**src/rtl/core/qet_pkg.sv**
```systemverilog
// Shared types, character codes and helper functions of the quoted escape tokenizer.
package qet_pkg;

  typedef enum logic [1:0] {
    MODE_BETWEEN = 2'd0,
    MODE_PLAIN   = 2'd1,
    MODE_QUOTED  = 2'd2
  } scan_mode_e;

  typedef enum logic [1:0] {
    STATUS_OK        = 2'd0,
    STATUS_OPEN_QUOTE = 2'd1,
    STATUS_DANGLING  = 2'd2
  } line_status_e;

  localparam logic [7:0] CharN         = 8'h6E;
  localparam logic [7:0] CharT         = 8'h74;
  localparam logic [7:0] CharLf        = 8'h0A;
  localparam logic [7:0] CharTab       = 8'h09;
  localparam logic [7:0] CharCr        = 8'h0D;
  localparam logic [7:0] CharSpace     = 8'h20;
  localparam logic [7:0] CharQuote     = 8'h22;
  localparam logic [7:0] CharBackslash = 8'h5C;

  typedef struct packed {
    logic         has_char;
    logic [7:0]   char_out;
    logic         token_end;
    logic         line_done;
    line_status_e line_status;
  } result_t;

  // Space, TAB, LF, VT, FF, CR.
  function automatic logic is_blank(input logic [7:0] c);
    is_blank = (c == CharSpace) || ((c >= CharTab) && (c <= CharCr));
  endfunction

  function automatic logic [7:0] decode_escape(input logic [7:0] c);
    if (c == CharN) begin
      decode_escape = CharLf;
    end else if (c == CharT) begin
      decode_escape = CharTab;
    end else begin
      decode_escape = c;
    end
  endfunction

endpackage

```
**src/rtl/core/qet_in_if.sv**
```systemverilog
// Input channel of the tokenizer: one line byte or an end-of-line mark per transfer.
interface qet_in_if;
  logic       valid;
  logic       ready;
  logic [7:0] char_in;
  logic       end_of_line;

  modport source (output valid, output char_in, output end_of_line, input ready);
  modport sink   (input valid, input char_in, input end_of_line, output ready);
endinterface

```
**src/rtl/core/qet_out_if.sv**
```systemverilog
// Result channel of the tokenizer: decoded characters, token ends and line status.
interface qet_out_if;
  logic       valid;
  logic       ready;
  logic       has_char;
  logic [7:0] char_out;
  logic       token_end;
  logic       line_done;
  logic [1:0] line_status;

  modport source (output valid, output has_char, output char_out, output token_end,
                  output line_done, output line_status, input ready);
  modport sink   (input valid, input has_char, input char_out, input token_end,
                  input line_done, input line_status, output ready);
endinterface

```
**src/rtl/core/quoted_escape_tokenizer.sv**
```systemverilog
// Top level of the quoted escape tokenizer: input register, decode logic, result register.
//
// Usage: feed a text line on in_i one byte per transfer and close it with a transfer
// that has end_of_line set (char_in is then ignored). Tokens split at whitespace
// outside double quotes; a backslash escapes the next byte (n -> LF, t -> TAB).
// out_o carries at most one result per input transfer: a decoded character
// (has_char), a token end (token_end), or the end-of-line report (line_done with
// line_status 0 ok, 1 unterminated quote, 2 dangling backslash). Bytes that only
// change state (blank between tokens, opening quote, backslash) yield no result.
// Path: an accepted byte is held in the input register, decoded, and its result
// is registered in the result register that drives out_o. Throughput is one byte
// per cycle while no result waits on a stalled receiver, set by the single decode
// step between the two registers; the scan mode and escape flag update in that step.
// Reset clears both pipeline registers and returns the scanner to between tokens
// with no escape pending. When the receiver stalls, the result register holds and
// a new byte is still taken into the input register; only when both are full and a
// result is pending does in_i.ready drop.
module quoted_escape_tokenizer (
  input  logic               clk_i,
  input  logic               rst_ni,
  qet_in_if.sink             in_i,
  qet_out_if.source          out_o
);

  logic                   in_valid_q;
  logic [7:0]             char_q;
  logic                   eol_q;

  qet_pkg::scan_mode_e    mode_q, mode_d;
  logic                   esc_q, esc_d;

  logic                   res_valid_q;
  qet_pkg::result_t       res_q, res_d;
  logic                   emit;
  logic                   res_free;
  logic                   advance;

  // Decode one byte against the current scan state.
  always_comb begin
    qet_pkg::scan_mode_e mode;
    mode   = mode_q;
    mode_d = mode_q;
    esc_d  = esc_q;
    emit   = 1'b0;
    res_d  = '{has_char: 1'b0, char_out: 8'h00, token_end: 1'b0, line_done: 1'b0,
               line_status: qet_pkg::STATUS_OK};

    unique case (mode_q)
      qet_pkg::MODE_PLAIN:  mode = qet_pkg::MODE_PLAIN;
      qet_pkg::MODE_QUOTED: mode = qet_pkg::MODE_QUOTED;
      default:              mode = qet_pkg::MODE_BETWEEN;
    endcase

    priority if (eol_q) begin
      emit            = 1'b1;
      res_d.line_done = 1'b1;
      if (esc_q) begin
        res_d.line_status = qet_pkg::STATUS_DANGLING;
      end else if (mode == qet_pkg::MODE_QUOTED) begin
        res_d.line_status = qet_pkg::STATUS_OPEN_QUOTE;
      end else if (mode == qet_pkg::MODE_PLAIN) begin
        res_d.token_end = 1'b1;
      end
      mode_d = qet_pkg::MODE_BETWEEN;
      esc_d  = 1'b0;
    end else if (esc_q) begin
      emit           = 1'b1;
      res_d.has_char = 1'b1;
      res_d.char_out = qet_pkg::decode_escape(char_q);
      esc_d          = 1'b0;
      mode_d         = mode;
    end else if (mode == qet_pkg::MODE_BETWEEN && qet_pkg::is_blank(char_q)) begin
      mode_d = qet_pkg::MODE_BETWEEN;
    end else if (mode == qet_pkg::MODE_BETWEEN && char_q == qet_pkg::CharQuote) begin
      mode_d = qet_pkg::MODE_QUOTED;
    end else if (mode == qet_pkg::MODE_PLAIN && qet_pkg::is_blank(char_q)) begin
      emit            = 1'b1;
      res_d.token_end = 1'b1;
      mode_d          = qet_pkg::MODE_BETWEEN;
    end else if (char_q == qet_pkg::CharBackslash) begin
      // A backslash between tokens opens an unquoted token.
      esc_d  = 1'b1;
      mode_d = (mode == qet_pkg::MODE_QUOTED) ? qet_pkg::MODE_QUOTED : qet_pkg::MODE_PLAIN;
    end else if (mode == qet_pkg::MODE_QUOTED && char_q == qet_pkg::CharQuote) begin
      emit            = 1'b1;
      res_d.token_end = 1'b1;
      mode_d          = qet_pkg::MODE_BETWEEN;
    end else begin
      emit           = 1'b1;
      res_d.has_char = 1'b1;
      res_d.char_out = char_q;
      mode_d         = (mode == qet_pkg::MODE_QUOTED) ? qet_pkg::MODE_QUOTED :
                                                        qet_pkg::MODE_PLAIN;
    end
  end

  assign res_free   = !res_valid_q || out_o.ready;
  assign advance    = in_valid_q && (!emit || res_free);
  assign in_i.ready = !in_valid_q || advance;

  always_ff @(posedge clk_i or negedge rst_ni) begin
    if (!rst_ni) begin
      in_valid_q <= 1'b0;
    end else if (in_i.ready) begin
      in_valid_q <= in_i.valid;
    end
  end

  always_ff @(posedge clk_i) begin
    if (in_i.ready && in_i.valid) begin
      char_q <= in_i.char_in;
      eol_q  <= in_i.end_of_line;
    end
  end

  always_ff @(posedge clk_i or negedge rst_ni) begin
    if (!rst_ni) begin
      mode_q <= qet_pkg::MODE_BETWEEN;
      esc_q  <= 1'b0;
    end else if (advance) begin
      mode_q <= mode_d;
      esc_q  <= esc_d;
    end
  end

  always_ff @(posedge clk_i or negedge rst_ni) begin
    if (!rst_ni) begin
      res_valid_q <= 1'b0;
    end else if (res_free) begin
      res_valid_q <= advance && emit;
    end
  end

  always_ff @(posedge clk_i) begin
    if (advance && emit) begin
      res_q <= res_d;
    end
  end

  assign out_o.valid       = res_valid_q;
  assign out_o.has_char    = res_q.has_char;
  assign out_o.char_out    = res_q.char_out;
  assign out_o.token_end   = res_q.token_end;
  assign out_o.line_done   = res_q.line_done;
  assign out_o.line_status = res_q.line_status;

  // A pending escape always belongs to an open token.
  a_esc_in_token: assert property (@(posedge clk_i) disable iff (!rst_ni)
    esc_q |-> (mode_q != qet_pkg::MODE_BETWEEN))
    else $error("escape pending outside a token");

  a_char_not_done: assert property (@(posedge clk_i) disable iff (!rst_ni)
    res_valid_q |-> !(res_q.has_char && (res_q.line_done || res_q.token_end)))
    else $error("character result mixed with token or line end");

  a_status_with_done: assert property (@(posedge clk_i) disable iff (!rst_ni)
    (res_valid_q && !res_q.line_done) |-> (res_q.line_status == qet_pkg::STATUS_OK))
    else $error("line status set without line end");

  a_eol_resets: assert property (@(posedge clk_i) disable iff (!rst_ni)
    (advance && eol_q) |=> (mode_q == qet_pkg::MODE_BETWEEN && !esc_q))
    else $error("scanner not idle after end of line");

endmodule

```
**src/flat_wrapper.sv**
```systemverilog
// flat-port wrapper written by rule: the top's interface ports become plain ports
module quoted_escape_tokenizer_flat 
  (clk_i, rst_ni, in_i_valid, in_i_char_in, in_i_end_of_line, in_i_ready, out_o_valid, out_o_has_char, out_o_char_out, out_o_token_end, out_o_line_done, out_o_line_status, out_o_ready);
  qet_in_if in_i_i ();
  qet_out_if out_o_i ();
  input  logic clk_i;
  input  logic rst_ni;
  input wire logic [$bits(in_i_i.valid)-1:0] in_i_valid;
  input wire logic [$bits(in_i_i.char_in)-1:0] in_i_char_in;
  input wire logic [$bits(in_i_i.end_of_line)-1:0] in_i_end_of_line;
  output wire logic [$bits(in_i_i.ready)-1:0] in_i_ready;
  output wire logic [$bits(out_o_i.valid)-1:0] out_o_valid;
  output wire logic [$bits(out_o_i.has_char)-1:0] out_o_has_char;
  output wire logic [$bits(out_o_i.char_out)-1:0] out_o_char_out;
  output wire logic [$bits(out_o_i.token_end)-1:0] out_o_token_end;
  output wire logic [$bits(out_o_i.line_done)-1:0] out_o_line_done;
  output wire logic [$bits(out_o_i.line_status)-1:0] out_o_line_status;
  input wire logic [$bits(out_o_i.ready)-1:0] out_o_ready;
  assign in_i_i.valid = in_i_valid;
  assign in_i_i.char_in = in_i_char_in;
  assign in_i_i.end_of_line = in_i_end_of_line;
  assign in_i_ready = in_i_i.ready;
  assign out_o_valid = out_o_i.valid;
  assign out_o_has_char = out_o_i.has_char;
  assign out_o_char_out = out_o_i.char_out;
  assign out_o_token_end = out_o_i.token_end;
  assign out_o_line_done = out_o_i.line_done;
  assign out_o_line_status = out_o_i.line_status;
  assign out_o_i.ready = out_o_ready;
  quoted_escape_tokenizer u_core (.clk_i(clk_i), .rst_ni(rst_ni), .in_i(in_i_i), .out_o(out_o_i));
endmodule
```
**config.mk**
```make
export PLATFORM = sky130hd
export DESIGN_NAME = quoted_escape_tokenizer_flat
export DESIGN_NICKNAME = d
export VERILOG_FILES = /design/src/rtl/core/qet_pkg.sv /design/src/rtl/core/qet_in_if.sv /design/src/rtl/core/qet_out_if.sv /design/src/rtl/core/quoted_escape_tokenizer.sv /design/src/flat_wrapper.sv
export SDC_FILE = /design/constraint.sdc
export NUM_CORES = 1
export LEC_CHECK = 0
export ABC_AREA = 0
export BUFFER_PORTS_ARGS = -buffer_cell sky130_fd_sc_hd__clkbuf_2
export CAP_MARGIN = 20
export CORE_UTILIZATION = 30
export CTS_BUF_LIST = sky130_fd_sc_hd__clkbuf_8
export CTS_CLUSTER_SIZE = 14
export DETAILED_ROUTE_END_ITERATION = 8
export SYNTH_ARGS = -nofsm -noshare
export SYNTH_HDL_FRONTEND = slang
export SYNTH_SLANG_ARGS = --single-unit
```
**constraint.sdc**
```tcl
create_clock -name clk_i -period 5.4 [get_ports clk_i]
set_clock_uncertainty 0.05 [all_clocks]
set_input_delay 0.54 -clock clk_i [delete_from_list [all_inputs] [get_ports clk_i]]
set_output_delay 0.54 -clock clk_i [all_outputs]
set_load 0.01 [all_outputs]
```
Word level (Yosys, flattened, before mapping). Index checks and enable logic that the tools add are counted.

Magnitude comparators: 2. Eq/ne operators: 9. Mux-type cells: 39. Bitwise logic cells: 1. Reductions and logical operators: 17.

Operator list (number): two-way mux 10 bit (3); two-way mux 9 bit (3); == test 8 x 7 -> 1 bit, second input constant (3); two-way mux 1 bit (20); two-way mux 2 bit (9); == test 8 x 6 -> 1 bit, second input constant (2); two-way mux 8 bit (2); >= comparator 8 x 4 -> 1 bit, second input constant (1); less-or-equal comparator 8 x 4 -> 1 bit, second input constant (1); logical AND 1 bit (8); == test 2 x 1 -> 1 bit, second input constant (2); == test 2 bit, second input constant (2); logical OR 1 bit (4); case mux 2 bit (2 select lines) (1); zero test 1 bit (3); two-way mux 3 bit (1); zero test 2 bit (1); OR reduction 2 bit (1); NOT 1 bit (1).

Flip-flop bits (word level): 27. Bits of input ports: 13. Output and inout bits: 15. Logic and storage cells: 80.

Longest topological paths before layout.
Word-level depth: 14. Depth in mapped cells: 7. Mapped depth without buffers: 7.

Least setup slack after synthesis. Ideal clock, no wire load.

Path type: reg2reg. Start point: reg u_core.mode_q[0]. End point: reg u_core.res_q, in the netlist u_core.out_o.char_out[0] (enable). Library setup time: 0.384 ns. Arrival time: 2.318 ns. Required time: 4.966 ns. Slack: 2.648 ns. Cell stages (with the launch flop): 7. Path buffers: 0. Clock period less this slack: 2.752 ns. Cell sequence: dfrtp_1 -> inv_1 -> ha_1 -> nand4bb_1 -> or4b_1 -> a41o_1 -> nor2b_1.

Longest elaborated chain between the ends: 13. Elaborated cells between the ends (all ways): 17. Those cells by class: eq/ne: 3; mux: 6; reduce/logical: 8.

Ends and longest elaborated chain: start, declared (RTL line quoted_escape_tokenizer.sv:29) `qet_pkg::scan_mode_e mode_q, mode_d;`; start signal, assigned (RTL line quoted_escape_tokenizer.sv:118) `mode_q <= qet_pkg::MODE_BETWEEN;`; start signal, assigned (RTL line quoted_escape_tokenizer.sv:121) `mode_q <= mode_d;`; == test 2 bit or == test 2 x 1 -> 1 bit (tied branches) (RTL line quoted_escape_tokenizer.sv:48) `unique case (mode_q)`; case mux 2 bit (2 select lines) * (RTL line quoted_escape_tokenizer.sv:48); == test 2 x 1 -> 1 bit (RTL line quoted_escape_tokenizer.sv:76) `end else if (mode == qet_pkg::MODE_PLAIN && qet_pkg::is_blank(char_q)) begin`; logical AND 1 bit (RTL line quoted_escape_tokenizer.sv:76); two-way mux 1 bit (RTL line quoted_escape_tokenizer.sv:76); two-way mux 1 bit (RTL line quoted_escape_tokenizer.sv:74) `end else if (mode == qet_pkg::MODE_BETWEEN && char_q == qet_pkg::CharQuote) begin`; two-way mux 1 bit * (RTL line quoted_escape_tokenizer.sv:72) `end else if (mode == qet_pkg::MODE_BETWEEN && qet_pkg::is_blank(char_q)) begin`; two-way mux 1 bit * (RTL line quoted_escape_tokenizer.sv:66) `end else if (esc_q) begin`; two-way mux 1 bit * (RTL line quoted_escape_tokenizer.sv:54) `priority if (eol_q) begin`; zero test 1 bit (RTL line quoted_escape_tokenizer.sv:98) `assign advance = in_valid_q && (!emit || res_free);`; logical OR 1 bit (RTL line quoted_escape_tokenizer.sv:98); logical AND 1 bit (RTL line quoted_escape_tokenizer.sv:98); logical AND 1 bit * (RTL line quoted_escape_tokenizer.sv:135) `if (advance && emit) begin`; end signal, assigned (RTL line quoted_escape_tokenizer.sv:136) `res_q <= res_d;`; end, declared (RTL line quoted_escape_tokenizer.sv:33) `qet_pkg::result_t res_q, res_d;`.

Mark *: on every way between the ends. The rest lies on a longest branch, timed or not. A chain may end at the register's enable or synchronous reset.

Worst setup path in the final report.
Start point: reg u_core.mode_q[0]. End point: reg u_core.char_q[1] (enable).

Longest elaborated chain between the ends: 14. Elaborated cells between the ends (all ways): 18. Those cells by class: eq/ne: 3; mux: 6; reduce/logical: 9.

Ends and longest elaborated chain: == test 2 bit or == test 2 x 1 -> 1 bit (tied branches) (RTL line quoted_escape_tokenizer.sv:48); case mux 2 bit (2 select lines) * (RTL line quoted_escape_tokenizer.sv:48); == test 2 x 1 -> 1 bit (RTL line quoted_escape_tokenizer.sv:76); logical AND 1 bit (RTL line quoted_escape_tokenizer.sv:76); two-way mux 1 bit (RTL line quoted_escape_tokenizer.sv:76); two-way mux 1 bit (RTL line quoted_escape_tokenizer.sv:74); two-way mux 1 bit * (RTL line quoted_escape_tokenizer.sv:72); two-way mux 1 bit * (RTL line quoted_escape_tokenizer.sv:66); two-way mux 1 bit * (RTL line quoted_escape_tokenizer.sv:54); zero test 1 bit * (RTL line quoted_escape_tokenizer.sv:98); logical OR 1 bit * (RTL line quoted_escape_tokenizer.sv:98); logical AND 1 bit * (RTL line quoted_escape_tokenizer.sv:98); logical OR 1 bit * (RTL line quoted_escape_tokenizer.sv:99) `assign in_i.ready = !in_valid_q || advance;`; logical AND 1 bit * (RTL line quoted_escape_tokenizer.sv:110) `if (in_i.ready && in_i.valid) begin`; end signal, assigned (RTL line quoted_escape_tokenizer.sv:111) `char_q <= in_i.char_in;`; end, declared (RTL line quoted_escape_tokenizer.sv:26) `logic [7:0] char_q;`.

Marked as above.

==> results.txt <==
----------------------------------------------------
[Routing]
  Routed length per instance ... 14.53 µm
  Number of design-rule violations left by the first detailed-router iteration ... 45
  Antenna violation net count after detailed routing ... 0
  Via total after detailed routing ... approximately 1,000
  Post-detailed-route DRC marker count ... 0
  Avg Vias per Cell ... 5.159
  First-pass iteration count of the detailed router ... 4
  WL final ... 2746 µm

[Logic synthesis]
  Number of flops mapped to enable cells by yosys ... 22
  Cell count after synthesis ... 108
  Main synth FF type ... sky130_fd_sc_hd__edfxtp_1
  Syn avg cell area ... 12.69 µm²
  Mapped Nets ... 125
  Post-synth ARST share ... 18.52%
  Area fraction of the dominant cell type after synthesis ... 48.22%
  Number of synthesized register bits ... 27
  Library cells used by synthesis ... 41
  Top area cells in the synthesized netlist ... sky130_fd_sc_hd__edfxtp_1 (48%), sky130_fd_sc_hd__dfrtp_1 (9.1%), sky130_fd_sc_hd__and2_1 (3.7%)
  Warning count from the yosys run ... 0
  Cell type with the largest total area after synthesis ... sky130_fd_sc_hd__edfxtp_1
  Sequential share of the synthesized area ... 57.35%
  Post-synth design cell area ... 0.001370 mm²

[Setup path]
  Highest net fanout along the worst path ... 9
  Startpoint of the worst register-to-register path ... u_core.mode_q[0]
  CP Capture Type ... flop
  Start-to-end type of the worst setup path ... reg -> reg
  Startpoint Class ... flop
  Start point of the critical path ... u_core.mode_q[0]
  Required time of the critical path ... around 5300 ps
  Endpoint arrival time on the critical path ... 2880 ps

[GRT]
  Number of antenna violations at the first check in global routing ... 0
  Maximum number of pins on one net before global-route repair ... 15
  Via count of the first global-routing pass ... about 1,000
  Global-route wire length before repair ... 4657 µm
  GRT overflow ... 0
  Overall track demand over capacity in global routing ... 12.49%

[STA]
  Hold slack final ... 11.63 ps
  Part of the cycle the worst path needs ... a little under three fifths
  Number of hold-slack violations in the final timing report ... 0
  Final period demand of the worst path ... ~3000 ps
  Unrepaired setup endpoints after global routing ... no
  Final setup fails ... 0
  Final Max Slew Viols ... 0
  Top achievable clock speed ... about 0.33 GHz
  Final TNS setup ... 0 ps
  Measured slew at the worst slew-check pin ... 904.1 ps
  Worst slew margin relative to its limit ... a little under 40%

[Die]
  Die Height ... 69.58 µm
  Ports ... 28
  Starting Density ... about 31%
  Total Die Area ... slightly below 0.005 mm²
  Floorplan core area ... roughly 0.0044 mm²
  Die span in x ... 69.58 µm
  Standard-cell rows ... 24

[Clock tree]
  Post-cts hold buffer count ... 0
  CTS Root Buffer Type ... sky130_fd_sc_hd__clkbuf_8
  Clock tree buffer depth ... 2
  Clock Latency Late Sink ... 280 ps
  CTS tree ... done
  Post-CTS repair timing setup buffer count ... 0
  Clock Pin Slew Worst Setup and Hold Paths ... roughly 90 ps
  Post-cts gate resize count ... 0
  Htree depth ... 1
  Number of clock buffers inserted by TritonCTS ... 3
  Number of clock sinks ... 27

[Final layout]
  Signed area change from the synthesized netlist to the final layout ... 17.44%
  Highest-count cells in the layout ignoring fill and taps ... sky130_fd_sc_hd__clkbuf_2 (27), sky130_fd_sc_hd__edfxtp_1 (22), sky130_fd_sc_hd__and2_1 (8)
  Number of nets in the final layout ... 155
  Number of diodes ... 0
  Share of layout cells above drive strength 1 ... 29.20%
  Fill cell count ... 437
  Leading cell type in the layout, fill and taps excluded ... sky130_fd_sc_hd__clkbuf_2

[Run status]
  Status ... finished, final reports clean

[Job]
  Max-capacitance violation count ... 0

[Placed design]
  GPL Wtd Cong ... 0.8793
  I/O Buffers ... 27
  Final HPWL DP ... 2036 µm

[Min path]
  Worst min-delay path category ... in -> async

[Pwr]
  Power density normalized to cell area ... 270.9 mW/mm²
  Leakage component of the power ... approximately 0.63 nW
  Worst VDD drop ... ~0.14 mV

----------------------------------------------------
==> sequential cells by signal (all words and copies together), names as in the netlist <==
register / count
u_core.out_o.token_end: 1
u_core.out_o.has_char: 1
u_core.in_valid_q: 1
u_core.out_o.line_status: 2
u_core.eol_q: 1
u_core.mode_q: 2
u_core.out_o.valid: 1
u_core.out_o.line_done: 1
u_core.char_q: 8
u_core.out_o.char_out: 8
u_core.esc_q: 1
==> cell usage after synthesis (2+ instances only) <==
master / n
sky130_fd_sc_hd__buf_2: 2
sky130_fd_sc_hd__ha_1: 4
sky130_fd_sc_hd__a21o_1: 2
sky130_fd_sc_hd__nand2b_1: 3
sky130_fd_sc_hd__nor2_1: 3
sky130_fd_sc_hd__nor3_1: 3
sky130_fd_sc_hd__nand2_1: 6
sky130_fd_sc_hd__inv_1: 5
sky130_fd_sc_hd__o21bai_1: 3
sky130_fd_sc_hd__nand3_1: 4
sky130_fd_sc_hd__dfrtp_1: 5
sky130_fd_sc_hd__a31o_2: 2
sky130_fd_sc_hd__and3_1: 3
sky130_fd_sc_hd__and2_1: 8
sky130_fd_sc_hd__a31oi_1: 3
sky130_fd_sc_hd__o31ai_1: 3
sky130_fd_sc_hd__nor4b_1: 2
sky130_fd_sc_hd__nor2b_1: 3
sky130_fd_sc_hd__edfxtp_1: 22
==> worst max-delay path: stages (launching register included) <==
cell and delay, ps:
sky130_fd_sc_hd__dfrtp_1 410, sky130_fd_sc_hd__inv_1 80, sky130_fd_sc_hd__ha_1 370, sky130_fd_sc_hd__nand4bb_1 120, sky130_fd_sc_hd__or4b_1 550, sky130_fd_sc_hd__nand2_1 170, sky130_fd_sc_hd__o21bai_1 160, sky130_fd_sc_hd__a31oi_1 730
==> power breakdown <==
part / leakage [nW] / switching [mW] / internal, mW / total (mW)
clock: 0.0269 / 0.0626 / 0.0511 / 0.114
combinational: 0.329 / 0.0353 / 0.0280 / 0.0632
sequential: 0.275 / 0.0136 / 0.245 / 0.259
total: 0.630 / 0.111 / 0.324 / 0.436
==> per-layer routing <==
metal	vias to the layer above	share of wire (%)	GRT usage, %
li1	471	-	-
met1	463	45	15.12
met2	36	46	20.28
met3	5	6.2	3.488
met4	0	2.5	6.349
met5	-	0	0
==> path summary, 6_finish.rpt <==
check	end	depth (start not counted)	slack (ps)
min in group clk_i	u_core.char_q[3]	1	380
max in group asynchronous	u_core.esc_q	1	5150
hold reg to reg	u_core.mode_q[1]	2	510
setup / recovery	u_core.char_q[1]	7	2390
setup reg to reg	u_core.char_q[1]	7	2390
hold / removal	u_core.in_valid_q	1	10
==> through the flow <==
stage	total power [mW]	setup slack, ps	util, %	cells	area (µm²)
after floorplan	0.3004	2648	-	108	1370
after global placement	0.3219	2393	35.50	184	1556
after detailed placement	0.3261	2232	35.50	184	1556
after CTS	0.4390	2221	36.53	188	1602
after global routing	0.4596	2150	36.70	189	1609
final	0.4359	2385	36.70	189	1609
==> cell families (layout without fill, tap and decap cells) <==
kind of cell | count (synthesis) | after routing | synth area share [%]
flops | 27 | 27 | 57.35
simple gates | 44 | 44 | 20.09
compound gates | 25 | 25 | 16.53
buf+inv | 8 | 37 | 2.374
fa+ha+maj | 4 | 4 | 3.653
==> final cells by class <==
cell class / count / area [µm²] / share of cell area, %
multi-input cells: 73 / 551.8 / 34.29
flip-flops and latches: 27 / 785.8 / 48.83
well taps: 52 / 65.06 / 4.044
repair buffers: 28 / 142.6 / 8.865
clock buffers: 3 / 41.29 / 2.566
inverters: 5 / 18.77 / 1.166
clock inverters: 1 / 3.754 / 0.2333
Power figures use the tool's default switching activity.
